===== config.mk =====
export PLATFORM = sky130hd
export DESIGN_NAME = byte_stream_frame_deframer_crc16_core
export DESIGN_NICKNAME = d
export VERILOG_FILES = /design/src/hw/rtl/bsfd_pkg.sv /design/src/hw/rtl/bsfd_front.sv /design/src/hw/rtl/bsfd_fifo.sv /design/src/hw/rtl/bsfd_back.sv /design/src/hw/rtl/byte_stream_frame_deframer_crc16_core.sv
export SDC_FILE = /design/constraint.sdc
export NUM_CORES = 1
export LEC_CHECK = 0
export BUFFER_PORTS_ARGS = -buffer_cell sky130_fd_sc_hd__buf_2
export CORE_MARGIN = 1
export CORE_UTILIZATION = 45
export CTS_BUF_LIST = sky130_fd_sc_hd__clkbuf_4 sky130_fd_sc_hd__clkbuf_8 sky130_fd_sc_hd__clkbuf_16
export DETAILED_ROUTE_END_ITERATION = 16
export PLACE_DENSITY = 0.69
export SLEW_MARGIN = 0
export SYNTH_ARGS = -nofsm -noshare
export SYNTH_HDL_FRONTEND = slang
export SYNTH_SLANG_ARGS = --single-unit

===== constraint.sdc =====
create_clock -name clock -period 6.21 [get_ports clock]
set_input_delay 0.3105 -clock clock [delete_from_list [all_inputs] [get_ports clock]]
set_output_delay 0.3105 -clock clock [all_outputs]
set_load 0.1 [all_outputs]

===== src/hw/rtl/bsfd_pkg.sv =====
// Types, constants and CRC function for the byte stream deframer
`default_nettype none
package bsfd_pkg;

   localparam int HDR_BYTES  = 8;
   localparam int FIFO_DEPTH = 2;

   localparam logic [15:0] CRC_INIT = 16'hFFFF;
   localparam logic [15:0] CRC_POLY = 16'h1021;
   localparam logic [15:0] CRC_MSB  = 16'h8000;

   localparam logic [6:0] LEN_BAD = 7'd127;

   localparam logic [7:0] START_FIRST_RST  = 8'hAA;
   localparam logic [7:0] START_SECOND_RST = 8'h55;

   // register indexes
   localparam logic CSR_START_FIRST  = 1'b0;
   localparam logic CSR_START_SECOND = 1'b1;

   // frame byte positions
   localparam logic [6:0] POS_HUNT   = 7'd0;
   localparam logic [6:0] POS_SYNC2  = 7'd1;
   localparam logic [6:0] POS_TYPE   = 7'd2;
   localparam logic [6:0] POS_TID_LO = 7'd3;
   localparam logic [6:0] POS_TID_HI = 7'd4;
   localparam logic [6:0] POS_IDENT  = 7'd5;
   localparam logic [6:0] POS_LEN_LO = 7'd6;
   localparam logic [6:0] POS_LEN_HI = 7'd7;

   typedef struct packed {
      logic [7:0]  msg_kind;
      logic [15:0] seq_tag;
      logic [7:0]  identifier;
      logic [6:0]  body_len;
      logic        bank;
   } desc_type;

   typedef struct packed {
      logic       en;
      logic       bank;
      logic [5:0] idx;
      logic [7:0] data;
   } wr_type;

   typedef struct packed {
      logic [7:0]  msg_kind;
      logic [15:0] seq_tag;
      logic [7:0]  identifier;
      logic [6:0]  body_len;
      logic [7:0]  payload_byte;
      logic [5:0]  byte_index;
      logic        byte_valid;
      logic        last_of_frame;
   } rsp_type;

   function automatic logic [15:0] crc16_byte(input logic [15:0] crc, input logic [7:0] b);
      logic [15:0] c;
      c = crc ^ {b, 8'h00};
      for (int k = 0; k < 8; k++) begin
         if ((c & CRC_MSB) != 16'h0000) begin
            c = {c[14:0], 1'b0} ^ CRC_POLY;
         end else begin
            c = {c[14:0], 1'b0};
         end
      end
      return c;
   endfunction

endpackage
`default_nettype wire


===== src/hw/rtl/bsfd_front.sv =====
// Front end: start word hunt, header capture, CRC check, payload write
`default_nettype none
module bsfd_front #(
   parameter int MAX_PAYLOAD = 32
) (
   input  wire logic              clock,
   input  wire logic              reset,
   input  wire logic              accept,
   input  wire logic [7:0]        data_byte,
   input  wire logic              csr_we,
   input  wire logic              csr_index,
   input  wire logic [7:0]        csr_wdata,
   output bsfd_pkg::wr_type       wr,
   output logic                   desc_push,
   output bsfd_pkg::desc_type     desc
);

   localparam logic [7:0] MAX_B = 8'(MAX_PAYLOAD);
   localparam logic [6:0] MAX_L = 7'(MAX_PAYLOAD);
   localparam logic [6:0] HDR_L = 7'(bsfd_pkg::HDR_BYTES);

   logic [7:0]  first_ff, first_in, second_ff, second_in;
   logic [6:0]  pos_ff, pos_in;
   logic        bank_ff, bank_in;
   logic [15:0] crc_ff, crc_in;
   logic [7:0]  crc_low_ff, crc_low_in;
   logic [7:0]  type_ff, type_in;
   logic [15:0] tid_ff, tid_in;
   logic [7:0]  ident_ff, ident_in;
   logic [6:0]  len_ff, len_in;
   logic [15:0] crc_next;
   logic [6:0]  pay_end;

   assign crc_next = bsfd_pkg::crc16_byte(crc_ff, data_byte);
   assign pay_end  = HDR_L + len_ff;

   always_comb begin
      first_in  = first_ff;
      second_in = second_ff;
      if (csr_we) begin
         case (csr_index)
            bsfd_pkg::CSR_START_FIRST:  first_in  = csr_wdata;
            bsfd_pkg::CSR_START_SECOND: second_in = csr_wdata;
            default: ;
         endcase
      end
   end

   always_comb begin
      pos_in     = pos_ff;
      bank_in    = bank_ff;
      crc_in     = crc_ff;
      crc_low_in = crc_low_ff;
      type_in    = type_ff;
      tid_in     = tid_ff;
      ident_in   = ident_ff;
      len_in     = len_ff;
      desc_push  = 1'b0;
      wr.en      = 1'b0;
      wr.bank    = bank_ff;
      wr.idx     = 6'(pos_ff - HDR_L);
      wr.data    = data_byte;
      if (accept) begin
         if (pos_ff == bsfd_pkg::POS_HUNT) begin
            if (data_byte == first_ff) begin
               crc_in = bsfd_pkg::CRC_INIT;
               pos_in = bsfd_pkg::POS_SYNC2;
            end
         end else if (pos_ff == bsfd_pkg::POS_SYNC2) begin
            if (data_byte == second_ff) begin
               pos_in = bsfd_pkg::POS_TYPE;
            end else if (data_byte != first_ff) begin
               pos_in = bsfd_pkg::POS_HUNT;
            end
         end else if (pos_ff < HDR_L) begin
            crc_in = crc_next;
            pos_in = pos_ff + 7'd1;
            case (pos_ff)
               bsfd_pkg::POS_TYPE:   type_in       = data_byte;
               bsfd_pkg::POS_TID_LO: tid_in[7:0]   = data_byte;
               bsfd_pkg::POS_TID_HI: tid_in[15:8]  = data_byte;
               bsfd_pkg::POS_IDENT:  ident_in      = data_byte;
               bsfd_pkg::POS_LEN_LO: len_in = (data_byte > MAX_B) ? bsfd_pkg::LEN_BAD
                                                                  : 7'(data_byte);
               bsfd_pkg::POS_LEN_HI: begin
                  if (data_byte != 8'h00 || len_ff > MAX_L) begin
                     pos_in = bsfd_pkg::POS_HUNT;
                  end
               end
               default: ;
            endcase
         end else if (pos_ff < pay_end) begin
            crc_in = crc_next;
            wr.en  = 1'b1;
            pos_in = pos_ff + 7'd1;
         end else if (pos_ff == pay_end) begin
            crc_low_in = data_byte;
            pos_in     = pos_ff + 7'd1;
         end else begin
            pos_in = bsfd_pkg::POS_HUNT;
            if ({data_byte, crc_low_ff} == crc_ff) begin
               desc_push = 1'b1;
               bank_in   = ~bank_ff;
            end
         end
      end
   end

   assign desc.msg_kind   = type_ff;
   assign desc.seq_tag    = tid_ff;
   assign desc.identifier = ident_ff;
   assign desc.body_len   = len_ff;
   assign desc.bank       = bank_ff;

   always_ff @(posedge clock) begin
      if (reset) begin
         first_ff  <= bsfd_pkg::START_FIRST_RST;
         second_ff <= bsfd_pkg::START_SECOND_RST;
         pos_ff    <= bsfd_pkg::POS_HUNT;
         bank_ff   <= 1'b0;
         crc_ff    <= bsfd_pkg::CRC_INIT;
      end else begin
         first_ff  <= first_in;
         second_ff <= second_in;
         pos_ff    <= pos_in;
         bank_ff   <= bank_in;
         crc_ff    <= crc_in;
      end
   end

   always_ff @(posedge clock) begin
      crc_low_ff <= crc_low_in;
      type_ff    <= type_in;
      tid_ff     <= tid_in;
      ident_ff   <= ident_in;
      len_ff     <= len_in;
   end

endmodule
`default_nettype wire


===== src/hw/rtl/bsfd_fifo.sv =====
// Two-entry queue of validated frame descriptors
`default_nettype none
module bsfd_fifo (
   input  wire logic               clock,
   input  wire logic               reset,
   input  wire logic               push,
   input  wire bsfd_pkg::desc_type push_desc,
   input  wire logic               pop,
   output logic                    full,
   output logic                    head_valid,
   output bsfd_pkg::desc_type      head
);

   localparam logic [1:0] DEPTH_C = 2'(bsfd_pkg::FIFO_DEPTH);

   bsfd_pkg::desc_type ent_ff [bsfd_pkg::FIFO_DEPTH];
   logic       wr_ptr_ff, wr_ptr_in;
   logic       rd_ptr_ff, rd_ptr_in;
   logic [1:0] cnt_ff, cnt_in;

   assign full       = (cnt_ff == DEPTH_C);
   assign head_valid = (cnt_ff != 2'd0);
   assign head       = ent_ff[rd_ptr_ff];

   always_comb begin
      wr_ptr_in = push ? ~wr_ptr_ff : wr_ptr_ff;
      rd_ptr_in = pop  ? ~rd_ptr_ff : rd_ptr_ff;
      cnt_in    = cnt_ff + 2'(push) - 2'(pop);
   end

   always_ff @(posedge clock) begin
      if (reset) begin
         wr_ptr_ff <= 1'b0;
         rd_ptr_ff <= 1'b0;
         cnt_ff    <= 2'd0;
      end else begin
         wr_ptr_ff <= wr_ptr_in;
         rd_ptr_ff <= rd_ptr_in;
         cnt_ff    <= cnt_in;
      end
   end

   always_ff @(posedge clock) begin
      if (push) begin
         ent_ff[wr_ptr_ff] <= push_desc;
      end
   end

endmodule
`default_nettype wire


===== src/hw/rtl/bsfd_back.sv =====
// Back end: ping-pong payload memory and per-byte transaction emission
`default_nettype none
module bsfd_back #(
   parameter int MAX_PAYLOAD = 32
) (
   input  wire logic               clock,
   input  wire logic               reset,
   input  wire bsfd_pkg::wr_type   wr,
   input  wire logic               desc_valid,
   input  wire bsfd_pkg::desc_type desc,
   output logic                    desc_pop,
   input  wire logic               rsp_pop,
   output logic                    rsp_valid,
   output bsfd_pkg::rsp_type       rsp
);

   localparam int AW    = (MAX_PAYLOAD > 1) ? $clog2(MAX_PAYLOAD) : 1;
   localparam int DEPTH = 2 ** (AW + 1);

   logic [7:0] mem [DEPTH];
   logic [7:0] rdata_ff;

   logic [5:0]        idx_ff, idx_in;
   logic              pend_ff, pend_in;
   logic              out_ff, out_in;
   bsfd_pkg::rsp_type st_ff, st_in;
   bsfd_pkg::rsp_type rsp_ff, rsp_in;
   logic              issue, last_item, empty_frame;

   assign empty_frame = (desc.body_len == 7'd0);
   assign last_item   = empty_frame || (7'(idx_ff) + 7'd1 == desc.body_len);
   assign issue       = desc_valid && !pend_ff && (!out_ff || rsp_pop);
   assign desc_pop    = issue && last_item;

   always_comb begin
      idx_in = idx_ff;
      pend_in = issue;
      st_in  = st_ff;
      if (issue) begin
         idx_in              = last_item ? 6'd0 : idx_ff + 6'd1;
         st_in.msg_kind      = desc.msg_kind;
         st_in.seq_tag       = desc.seq_tag;
         st_in.identifier    = desc.identifier;
         st_in.body_len      = desc.body_len;
         st_in.payload_byte  = 8'h00;
         st_in.byte_index    = empty_frame ? 6'd0 : idx_ff;
         st_in.byte_valid    = !empty_frame;
         st_in.last_of_frame = last_item;
      end
   end

   always_comb begin
      out_in = out_ff;
      rsp_in = rsp_ff;
      if (pend_ff) begin
         out_in              = 1'b1;
         rsp_in              = st_ff;
         rsp_in.payload_byte = st_ff.byte_valid ? rdata_ff : 8'h00;
      end else if (rsp_pop) begin
         out_in = 1'b0;
      end
   end

   assign rsp_valid = out_ff;
   assign rsp       = rsp_ff;

   always_ff @(posedge clock) begin
      if (reset) begin
         idx_ff  <= 6'd0;
         pend_ff <= 1'b0;
         out_ff  <= 1'b0;
      end else begin
         idx_ff  <= idx_in;
         pend_ff <= pend_in;
         out_ff  <= out_in;
      end
   end

   always_ff @(posedge clock) begin
      st_ff  <= st_in;
      rsp_ff <= rsp_in;
   end

   always_ff @(posedge clock) begin
      if (wr.en) begin
         mem[{wr.bank, wr.idx[AW-1:0]}] <= wr.data;
      end
      rdata_ff <= mem[{desc.bank, idx_ff[AW-1:0]}];
   end

endmodule
`default_nettype wire


===== src/hw/rtl/byte_stream_frame_deframer_crc16_core.sv =====
// Top level of the byte stream frame deframer with CRC-16 check
// Input: one byte per cycle while full is low; full rises while two validated frames still drain.
// Output: first transaction of a good frame passes the descriptor queue, the issue stage and the output register.
// Issue: no new transaction is issued while the previous one still waits on the registered payload read.
// Reset: synchronous, active high; clears parser, queue and output valid,
// start bytes return to 0xAA and 0x55; no memory clearing pass.
`default_nettype none
module byte_stream_frame_deframer_crc16_core #(
   parameter int MAX_PAYLOAD = 32
) (
   input  wire logic        clock,
   input  wire logic        reset,
   input  wire logic        req_push,
   output logic             req_full,
   input  wire logic [7:0]  req_data_byte,
   output logic             rsp_empty,
   input  wire logic        rsp_pop,
   output logic [7:0]       rsp_msg_kind,
   output logic [15:0]      rsp_seq_tag,
   output logic [7:0]       rsp_identifier,
   output logic [6:0]       rsp_body_len,
   output logic [7:0]       rsp_payload_byte,
   output logic [5:0]       rsp_byte_index,
   output logic             rsp_byte_valid,
   output logic             rsp_last_of_frame,
   input  wire logic        csr_we,
   input  wire logic        csr_index,
   input  wire logic [7:0]  csr_wdata
);

   bsfd_pkg::wr_type   wr;
   bsfd_pkg::desc_type push_desc, head;
   bsfd_pkg::rsp_type  rsp;
   logic push, head_valid, head_pop, rsp_valid, fifo_full;

   assign req_full = fifo_full;

   bsfd_front #(.MAX_PAYLOAD(MAX_PAYLOAD)) u_front (
      .clock     (clock),
      .reset     (reset),
      .accept    (req_push && !fifo_full),
      .data_byte (req_data_byte),
      .csr_we    (csr_we),
      .csr_index (csr_index),
      .csr_wdata (csr_wdata),
      .wr        (wr),
      .desc_push (push),
      .desc      (push_desc)
   );

   bsfd_fifo u_fifo (
      .clock      (clock),
      .reset      (reset),
      .push       (push),
      .push_desc  (push_desc),
      .pop        (head_pop),
      .full       (fifo_full),
      .head_valid (head_valid),
      .head       (head)
   );

   bsfd_back #(.MAX_PAYLOAD(MAX_PAYLOAD)) u_back (
      .clock      (clock),
      .reset      (reset),
      .wr         (wr),
      .desc_valid (head_valid),
      .desc       (head),
      .desc_pop   (head_pop),
      .rsp_pop    (rsp_pop),
      .rsp_valid  (rsp_valid),
      .rsp        (rsp)
   );

   assign rsp_empty          = !rsp_valid;
   assign rsp_msg_kind       = rsp.msg_kind;
   assign rsp_seq_tag        = rsp.seq_tag;
   assign rsp_identifier     = rsp.identifier;
   assign rsp_body_len       = rsp.body_len;
   assign rsp_payload_byte   = rsp.payload_byte;
   assign rsp_byte_index     = rsp.byte_index;
   assign rsp_byte_valid     = rsp.byte_valid;
   assign rsp_last_of_frame  = rsp.last_of_frame;

endmodule
`default_nettype wire


# [Yosys cells after proc, flatten, opt, wreduce, memory -nomap -nowiden]
# Memory sizes are Yosys's and may differ from the RTL's. A register that Yosys moved wholly into a read port is not among the register bits.
# Cells that the tools add are included.
[word_totals] register_bits=201 ram_bits=592 inputBits=22 out_inout_bits=57 wordCells=152 n_memories=2
[mem_list] name="u_back.mem" words=64 width=8 rd=1 rd_ports_with_merged_regs=1 wr=1 line_no="bsfd_back.sv:20" source="logic [7:0] mem [DEPTH];"
[mem_list] name="u_fifo.ent_ff" words=2 width=40 rd=1 rd_ports_with_merged_regs=1 wr=1 line_no="bsfd_fifo.sv:16" source="bsfd_pkg::desc_type ent_ff [bsfd_pkg::FIFO_DEPTH];"
[classes] n_addsub=7 order_cmp=4 n_eq_ne=17 muxes=44 n_bitwise=18 n_reduce_logical=28
[op_table] cell="$mux 13" count=8
[op_table] cell="$mux 16" count=5
[op_table] cell="$mux 7" count=10
[op_table] cell="$eq 7x3->1 const B" count=4
[op_table] cell="$reduce_and 5->1" count=5
[op_table] cell="$not 3->3" count=8
[op_table] cell="$mux 1" count=20
[op_table] cell="$eq 16x16->1" count=1
[op_table] cell="$eq 8x8->1" count=2
[op_table] cell="$xor 16x16->16" count=1
[op_table] cell="$eq 7x2->1 const B" count=2
[op_table] cell="$eq 7x7->1" count=2
[op_table] cell="$logic_not 7->1" count=2
[op_table] cell="$not 1->1" count=9
[op_table] cell="$gt 8x6->1 const B" count=1
[op_table] cell="$ne 8x8->1" count=1
[op_table] cell="$reduce_bool 8->1" count=1
[op_table] cell="$add 4x7->7 const A" count=1
[op_table] cell="$add 6x1->7 const B" count=1
[op_table] cell="$add 7x1->7 const B" count=1
[op_table] cell="$eq 7x1->1 const B" count=1
[op_table] cell="$gt 7x6->1 const B" count=1
[op_table] cell="$lt 7x4->1 const B" count=1
[op_table] cell="$lt 7x7->1" count=1
[op_table] cell="19 further kinds" count=29

# [Longest topological paths before layout]
# Gate-level depths: netlist (run 1).
[depth] ltp_word=21 depth_mapped=15 depth_no_buf=14

# [Modules after synthesis]
# A second synthesis (run 1) with hierarchy kept.
[unflattened] cells_unflattened=1644 hier_area_um2=31144.9
[modules_own_cells] mod="bsfd_back" n_inst=1 cells_per_inst=1132 area_per_inst_um2=23855.4 seq_area_each_um2=18758.0
[modules_own_cells] mod="bsfd_front" n_inst=1 cells_per_inst=365 area_per_inst_um2=4155.2 seq_area_each_um2=2212.1
[modules_own_cells] mod="bsfd_fifo" n_inst=1 cells_per_inst=145 area_per_inst_um2=3116.7 seq_area_each_um2=2502.4
[modules_own_cells] mod="byte_stream_frame_deframer_crc16_core" n_inst=1 cells_per_inst=2 area_per_inst_um2=17.5 seq_area_each_um2=0.0

# [Worst setup path before layout (run 1)]
# No wires, ideal clock.
[synth_path] path_type="register to register" start="register u_front.len_ff[3]" end="memory u_fifo.ent_ff[0][0] (netlist name), enable pin" setup_ns=0.437 t_arrival_ns=3.929 required_ns=5.773 slack_ns=1.843 path_stages_with_launch=11 n_path_buf=1 synth_period_minus_slack_ns=4.367 path_cell_list="edfxtp_1 > ha_1 > xnor2_1 > ha_1 > and3_1 > and2_1 > o21a_1 > nor2_1 > or4_1 > clkbuf_1 > nor2_1"
[synth_between] elab_chain_len=10 elab_cells_between_ends=11 classes_between="add/sub: 1; order compare: 1; eq/ne: 1; mux: 8"
[synth_lines] item="start, declared" line_no="bsfd_front.sv:30" source="logic [6:0] len_ff, len_in;"
[synth_lines] item="start signal, assigned" line_no="bsfd_front.sv:136" source="len_ff <= len_in;"
[synth_lines] item="$add 4x7->7 (*)" line_no="bsfd_front.sv:35" source="assign pay_end = HDR_L + len_ff;"
[synth_lines] item="branches (longest 2 deep; another with $lt 7x7->1)"
[synth_lines] item="$mux 1 (*)" line_no="bsfd_front.sv:92" source="end else if (pos_ff < pay_end) begin"
[synth_lines] item="$mux 1 (*)" line_no="bsfd_front.sv:75" source="end else if (pos_ff < HDR_L) begin"
[synth_lines] item="$mux 1 (*)" line_no="bsfd_front.sv:69" source="end else if (pos_ff == bsfd_pkg::POS_SYNC2) begin"
[synth_lines] item="$mux 1 (*)" line_no="bsfd_front.sv:64" source="if (pos_ff == bsfd_pkg::POS_HUNT) begin"
[synth_lines] item="$mux 1 (*)" line_no="bsfd_front.sv:63" source="if (accept) begin"
[synth_lines] item="$mux 1 (*)" line_no="bsfd_fifo.sv:44" source="if (push) begin"
[synth_lines] item="$mux 1 (implied by the code) (*)" line_no="bsfd_fifo.sv:45" source="ent_ff[wr_ptr_ff] <= push_desc;"
[synth_lines] item="end, declared" line_no="bsfd_fifo.sv:16"
# Mark *: on every way between the ends.

# [Worst setup path after layout (run 1)]
[layout_path] start="register u_front.len_ff[3]" end="memory u_back.mem[62][1], enable pin"
[layout_between] elab_chain_len=9
[layout_lines] item="$add 4x7->7" line_no="bsfd_front.sv:35"
[layout_lines] item="$lt 7x7->1" line_no="bsfd_front.sv:92"
[layout_lines] item="$mux 1" line_no="bsfd_front.sv:92"
[layout_lines] item="$mux 1" line_no="bsfd_front.sv:75"
[layout_lines] item="$mux 1" line_no="bsfd_front.sv:69"
[layout_lines] item="$mux 1" line_no="bsfd_front.sv:64"
[layout_lines] item="$mux 1" line_no="bsfd_front.sv:63"
[layout_lines] item="$mux 1" line_no="bsfd_back.sv:85" source="if (wr.en) begin"
[layout_lines] item="$mux 1 (implied by the code)" line_no="bsfd_back.sv:86" source="mem[{wr.bank, wr.idx[AW-1:0]}] <= wr.data;"
[layout_lines] item="end, declared" line_no="bsfd_back.sv:20"
# Every way passes these cells.

==> results of run 1 <==
[state kept, by name (all words and copies together), names as in the netlist, 8 cells and up, named ones only]
register / cells
u_fifo.ent_ff: 80
u_back.rsp: 55
u_front.tid_ff: 16
u_front.type_ff: 8
u_back.st_ff: 47
u_front.first_ff: 8
u_front.second_ff: 8
u_front.ident_ff: 8
u_back.mem: 512
u_front.crc_ff: 16
u_back.rdata_ff: 8
u_front.crc_low_ff: 8
[per-layer routing]
layer	GRT usage [%]	part of all wire, %	up-vias
li1	-	-	6546
met1	26.3	41	7845
met2	31.4	49	620
met3	3.69	7.0	105
met4	5.75	2.6	0
met5	0	0	-
[area by class of cell]
type,instances,area [um2]
multi-input combinational,688,7000
sequential,802,23500
tap,873,1090
clock inverter,49,679
inverter,19,71.3
fill,5166,32300
timing repair buffer,113,693
clock buffer,102,2210
[timing repair]
action | CTS | global route
setup buffers | 0 | 0
setup endpoints to repair | 0 | 0
hold buffers | 11 | 0
endpoints found under the hold margin | 14 | 0
[kinds of logic after synthesis]
family                     Yosys count  share of synthesized area [%]
buffers and inverters               88                           1.22
adders and majority gates           17                          0.690
AOI/OAI and AO/OA                   89                           1.81
DFF                                802                           76.1
xor gates and xnor gates            61                           1.73
and+or+nand+nor                    292                           4.63
muxes                              229                           13.8
[how the worst min path moves through the flow]
stage	from	end	cells past startpoint
detailed placement	u_back.st_ff[39]	u_back.rsp[39]	0
global placement	u_back.st_ff[27]	u_back.rsp[27]	0
finish	rsp_pop	u_back.rsp_valid	4
CTS	rsp_pop	u_back.rsp_valid	4
global route	rsp_pop	u_back.rsp_valid	4
floorplan	u_back.st_ff[0]	u_back.rsp[0]	0
[cells in the final DEF, fill, tap and decap left out, drive strengths merged, types with 11 or more instances in the layout]
master         n
xnor2         28
a21oi         24
o21ai         27
and3          14
mux2          37
edfxtp       741
ha            17
nor2b         17
clkbuf       102
bufinv        13
clkinv        28
mux2i         40
mux4         152
nor3          23
xor2          33
inv           21
nand2         28
nor2         130
dlygate4sd3   11
nand3         21
buf          102
and2          16
dfxtp         61
[power by group through the flow]
stage / Clock [mW] / Combinational, mW / Sequential, mW
after floorplan: 0 / 0.0798 / 6.01
after global placement: 0 / 0.200 / 6.01
after detailed placement: 0 / 0.206 / 6.01
after CTS: 5.26 / 0.211 / 5.89
after global routing: 5.45 / 0.225 / 5.89
final: 5.17 / 0.208 / 5.90
[worst max-delay path, delay by kind of cell (launching register included)]
family | cells | cell delay [ns]
xor+xnor | 1 | 0.18
simple gates | 3 | 2.32
flops | 1 | 0.48
fa+ha+maj | 2 | 0.54
compound gates | 2 | 0.56
==> metrics, run 1 <==
post-route design area=approximately 0.035 mm2; part of the power in the clock network=between 40% and 50%; Hold Crit Class=primary input to flop; combinational group share of total power=1.8%; reg-to-reg slack, setup=1.75 ns; relative contribution of sequential cells to total power=52.3%; most repeated cell in the gate-level netlist after synthesis=sky130_fd_sc_hd__edfxtp_1; number of synthesis warnings=0; Iter 0 DRT Violations=between 1000 and 1500; combined global-route utilization of all metal layers=19.2%; detailed-route DRC error count=0; dominant register cell in the synthesized netlist=sky130_fd_sc_hd__edfxtp_1; max_slew headroom=13.1%; number of buffers on the longest clock path=3; pin count of the biggest net entering global routing=125; final routed wire length divided by cell count=between 20 and 25 um; via density per instance=5.71; worst setup path endpoint=u_back.mem[62][1]; floorplan die width=264 um; number of flops mapped to enable cells by yosys=741; quantity of gates resized following cts=0; synthesized instance count=1578; first-pass GRT wire length=99200 um; pwr/cell area=320 mW/mm2; clk slew on worst S/H paths=0.06 ns; leading cell types by count after synthesis=sky130_fd_sc_hd__edfxtp_1, sky130_fd_sc_hd__mux4_2, sky130_fd_sc_hd__nor2_1; DIE HEIGHT=~260 um; Int Power=9.04 mW; startpoint of the worst-slack reg-to-reg timing path=u_front.len_ff[3]; dpl cells=2484; required time reported for the critical path endpoint=approximately 6.5 ns; Synthesized Nets=1617; standard cell area after detailed placement=0.0322 mm2; Maximum Capacitance Violations=0; number of standard-cell rows in the floorplan=95; endpoints failing hold=0; number of pins exceeding their max-slew limit in the final report=0; flip-flop and latch count after synthesis=around 800; top cells by area in the synthesized netlist=sky130_fd_sc_hd__edfxtp_1, sky130_fd_sc_hd__mux4_2, sky130_fd_sc_hd__dfxtp_1; clock buffer count from CTS=81; share of synthesized area occupied by flip-flops and latches=76.1%; Placer Congestion=0.898; initial antenna violation count=2; WP data arrival=roughly 4.7 ns; clock tree from TritonCTS=done; async set or reset register ratio after synthesis=0%; initial cell density of the core=45.7%; P&R area growth vs syn=14.3%; worst setup path startpoint=u_front.len_ff[3]; fraction of post-synthesis cell area in the top cell type by area=72.2%; critical path startpoint category=flop; worst-case clock skew=0.0300 ns; Clock Latency Late Sink=between 0.6 and 0.7 ns; slowest stage delay, CP=0.97 ns; gr ovfl total=0; Distinct cells, synth=58; Crit-path slowest cell=sky130_fd_sc_hd__nor2_1; post-detailed-route count of antenna-violating nets=0; cell count of the worst reg-to-reg path=8; number of H-tree branching levels=3; sink count of the clock tree=between 800 and 900; Pre-Repair DR Iteration Count=5; Fmax=224 MHz; total of endpoints with negative setup slack in the final report=0; Avg Inst Size Synth=19.5 um2; clock tree root driver cell=sky130_fd_sc_hd__clkbuf_16; fin nets=1744; fraction of final layout cells with drive strength greater than 1=25.5%; number of vias in the routed layout=~15000; post-synthesis instance area=0.0308 mm2; Final period util=a little under three quarters; vias in the first global route=15300; total power after layout=between 10 and 15 mW; outcome=finished clean; Crit Path Max Fanout=8; actual slew at the worst max-slew pin=1.30 ns; critical path capture point type=flop; maximum ir drop on the vdd rail=0.000187 V; Switching Fraction=roughly a fifth; die outline area=~0.07 mm2; dominant cell type by area after synthesis=sky130_fd_sc_hd__edfxtp_1; sum of routed wire length over all layers=roughly 66000 um; unrepaired setup endpoints after global routing=false; core area=0.0675 mm2; setup slack after layout=around 1.7 ns; Placement Setup Slack=1.86 ns; cell chain of the critical path=ha_1 -> xnor2_1 -> ha_1 -> a21o_1 -> a221o_1 -> nor3_1 -> nand4_1 -> nor2_1; Post-Layout Cell Count=2646; static power due to leakage=approximately 11 nW; Worst path most repeated cell=sky130_fd_sc_hd__ha_1; end-of-flow core utilization=52.2%; antenna cells=0; post-detail-place hpwl=about 40000 um; number of port buffers=78; Tmin final=between 4 and 5 ns; net switching power of the design=approximately 2.2 mW; Fin Hold WS=0.0981 ns; number of primary I/O pins=79; capture point of the worst reg-to-reg path=u_back.mem[62][1]; worst setup path class=flop to flop; Total Neg Setup Slack=0 ns
No activity file was read; power rests on OpenSTA's default activity.
==> run 2: changes to the inputs <==
--- a/config.mk
+++ b/config.mk
@@ -5,12 +5,13 @@
 export SDC_FILE = /design/constraint.sdc
 export NUM_CORES = 1
 export LEC_CHECK = 0
+export ABC_AREA = 1
 export BUFFER_PORTS_ARGS = -buffer_cell sky130_fd_sc_hd__buf_2
 export CORE_MARGIN = 1
 export CORE_UTILIZATION = 45
 export CTS_BUF_LIST = sky130_fd_sc_hd__clkbuf_4 sky130_fd_sc_hd__clkbuf_8 sky130_fd_sc_hd__clkbuf_16
 export DETAILED_ROUTE_END_ITERATION = 16
-export PLACE_DENSITY = 0.69
+export PLACE_DENSITY = 0.71
 export SLEW_MARGIN = 0
 export SYNTH_ARGS = -nofsm -noshare
 export SYNTH_HDL_FRONTEND = slang
==> constraint.sdc (replaced) <==
create_clock -name clock -period 4.1 [get_ports clock]
set_input_delay 0.205 -clock clock [delete_from_list [all_inputs] [get_ports clock]]
set_output_delay 0.205 -clock clock [all_outputs]
set_load 0.1 [all_outputs]
==> metrics, run 2 <==
dominant cell type by area after synthesis=sky130_fd_sc_hd__edfxtp_1; unrepaired setup endpoints after global routing=false; first-pass GRT wire length=121000 um; actual slew at the worst max-slew pin=1.14 ns; hold path endpoint=u_front.type_ff[4]; Maximum Capacitance Violations=0; post-detail-place hpwl=48800 um; async set or reset register ratio after synthesis=0%; outcome=finished clean; required time reported for the critical path endpoint=4.65 ns; gr ovfl total=0; maximum ir drop on the vdd rail=0.000319 V; flip-flop and latch count after synthesis=802; most frequent cells in the layout=sky130_fd_sc_hd__edfxtp_1, sky130_fd_sc_hd__nand2_1, sky130_fd_sc_hd__nor2_1; synthesized instance count=2517; worst setup path class=flop to flop; most repeated cell in the gate-level netlist after synthesis=sky130_fd_sc_hd__edfxtp_1; sink count of the clock tree=approximately 800; total of endpoints with negative setup slack in the final report=0; startpoint of the most critical hold path=req_data_byte[4]; most frequent standard cell in the layout excluding fill and tap cells=sky130_fd_sc_hd__edfxtp_1; clk slew on worst S/H paths=0.06 ns; max FFs per register=about 510; clock tree root driver cell=sky130_fd_sc_hd__clkbuf_16; max_slew headroom=between 20 and 25%; critical path startpoint category=flop; fraction of final layout cells with drive strength greater than 1=12.3%; initial cell density of the core=45.7%; reg-to-reg slack, setup=roughly 0.87 ns; clock tree from TritonCTS=done; Placer Congestion=0.998; Avg Inst Size Synth=~13 um2; detailed-route DRC error count=0; Pre-Repair DR Iteration Count=6; capture point of the worst reg-to-reg path=u_fifo.cnt_ff[1]; Synthesized Nets=between 2000 and 3000; fraction of post-synthesis cell area in the top cell type by area=70.6%; Hold Crit Class=primary input to flop; top cells by area in the synthesized netlist=sky130_fd_sc_hd__edfxtp_1, sky130_fd_sc_hd__nand2_1, sky130_fd_sc_hd__nor2_1; WP data arrival=3.78 ns; DIE HEIGHT=~270 um; P&R area growth vs syn=15.0%; Crit Path Max Fanout=63; worst-case clock skew=between 0.03 and 0.04 ns; number of vias in the routed layout=20700; critical path capture point type=flop; dpl cells=3508; end-of-flow core utilization=52.6%; pin count of the biggest net entering global routing=176; Total Neg Setup Slack=0 ns; hold path cells=1; clock buffer count from CTS=79; core area=0.0689 mm2; number of pins exceeding their max-slew limit in the final report=0; initial antenna violation count=3; Tmin final=roughly 3.2 ns; static power due to leakage=12.9 nW; pwr/cell area=497 mW/mm2; Iter 0 DRT Violations=2503; number of synthesis warnings=0; sum of routed wire length over all layers=about 80000 um; fin nets=~2700; dominant register cell in the synthesized netlist=sky130_fd_sc_hd__edfxtp_1; combined global-route utilization of all metal layers=around 23%; post-synthesis instance area=0.0315 mm2; number of flops mapped to enable cells by yosys=741; number of standard-cell rows in the floorplan=96; die outline area=0.0711 mm2; endpoints failing hold=0; number of H-tree branching levels=3; cell count of the worst reg-to-reg path=15; share of synthesized area occupied by flip-flops and latches=around three quarters; Clock Latency Late Sink=about 0.65 ns; post-detailed-route count of antenna-violating nets=0; Final period util=78.9%; number of buffers on the longest clock path=3; leading cell types by count after synthesis=sky130_fd_sc_hd__edfxtp_1, sky130_fd_sc_hd__nand2_1, sky130_fd_sc_hd__nor2_1; number of port buffers=78; Post-Layout Cell Count=3668; Fmax=309 MHz; final routed wire length divided by cell count=21.8 um; startpoint of the worst-slack reg-to-reg timing path=u_back.idx_ff[0]; floorplan die width=267 um; number of primary I/O pins=just under 80; vias in the first global route=20300; Distinct cells, synth=33; Fin Hold WS=0.0640 ns; via density per instance=5.64; Setup Buffers After CTS=0
[run 2: how the worst max path moves through the flow]
stage / cells after the start / to / start / slack [ns]
global placement: 15 / u_fifo.cnt_ff[1] / u_back.idx_ff[0] / 0.93
floorplan: 11 / u_fifo.ent_ff[0][0] / u_front.len_ff[3] / 0.22
global route: 11 / u_back.mem[39][2] / u_front.len_ff[3] / 0.64
finish: 15 / u_fifo.cnt_ff[1] / u_back.idx_ff[0] / 0.87
CTS: 15 / u_fifo.cnt_ff[1] / u_back.idx_ff[0] / 0.90
detailed placement: 11 / u_back.mem[23][4] / u_front.len_ff[3] / 0.92
[run 2: cell families (layout without fill, tap and decap cells)]
family / Yosys count / after routing / share of synthesized area [%]
flops: 802 / 802 / 74.5
other cells: 0 / 1 / 0
fa+ha+maj: 17 / 17 / 0.675
simple gates: 969 / 969 / 12.4
xor+xnor: 46 / 46 / 1.28
compound gates: 458 / 458 / 8.37
buf+inv: 225 / 444 / 2.82
[run 2: timing repair]
action / CTS / global route
gates resized for setup: 0 / 0
hold buffers: 15 / 0
setup endpoints to repair: 0 / 0
endpoints found under the hold margin: 25 / 0
[run 2: layout make-up]
cell class | count | area, um2
diodes | 1 | 2.50
clock buffers | 95 | 2100
clock inverters | 49 | 562
fillers | 5670 | 32700
inverters | 95 | 364
multi-input cells | 1490 | 7170
flip-flops and latches | 802 | 23500
well taps | 931 | 1160
repair buffers | 205 | 1420
[run 2: layer usage]
metal	share of wire [%]	wire [um]	global-route usage [%]
met3	9.1	7290	3.93
met2	49	38900	37.2
met1	39	31300	29.7
met5	0.035	28	0
met4	3.2	2570	8.54
[run 2: metrics by stage]
| step | setup WS [ns] | power [mW] | cell area [um2] |
|---|---|---|---|
| after floorplan | 0.218 | 10.3 | 31500 |
| after global placement | 0.932 | 10.8 | 33500 |
| after detailed placement | 0.915 | 10.8 | 33500 |
| after CTS | 0.904 | 18.1 | 36300 |
| after global routing | 0.636 | 18.6 | 36300 |
| final | 0.866 | 18.0 | 36300 |
[run 2: power by group]
group | total (mW) | internal (mW) | switching [mW]
logic | 1.53 | 0.441 | 1.08
clock network | 7.32 | 4.18 | 3.14
registers | 9.17 | 9.05 | 0.121
[run 2: critical path, stage by stage (launching register included)]
cell and delay, ns:
sky130_fd_sc_hd__dfxtp_4 0.79, sky130_fd_sc_hd__nand2_1 0.10, sky130_fd_sc_hd__buf_4 0.27, sky130_fd_sc_hd__nor2_1 0.23, sky130_fd_sc_hd__nand3_1 0.14, sky130_fd_sc_hd__nand3_1 0.12
sky130_fd_sc_hd__nand2_1 0.07, sky130_fd_sc_hd__inv_1 0.07, sky130_fd_sc_hd__nand3_2 0.17, sky130_fd_sc_hd__a21oi_1 0.22, sky130_fd_sc_hd__ha_1 0.27, sky130_fd_sc_hd__inv_1 0.06
sky130_fd_sc_hd__ha_1 0.15, sky130_fd_sc_hd__xor2_1 0.21, sky130_fd_sc_hd__o21ai_0 0.10, sky130_fd_sc_hd__a21oi_1 0.17
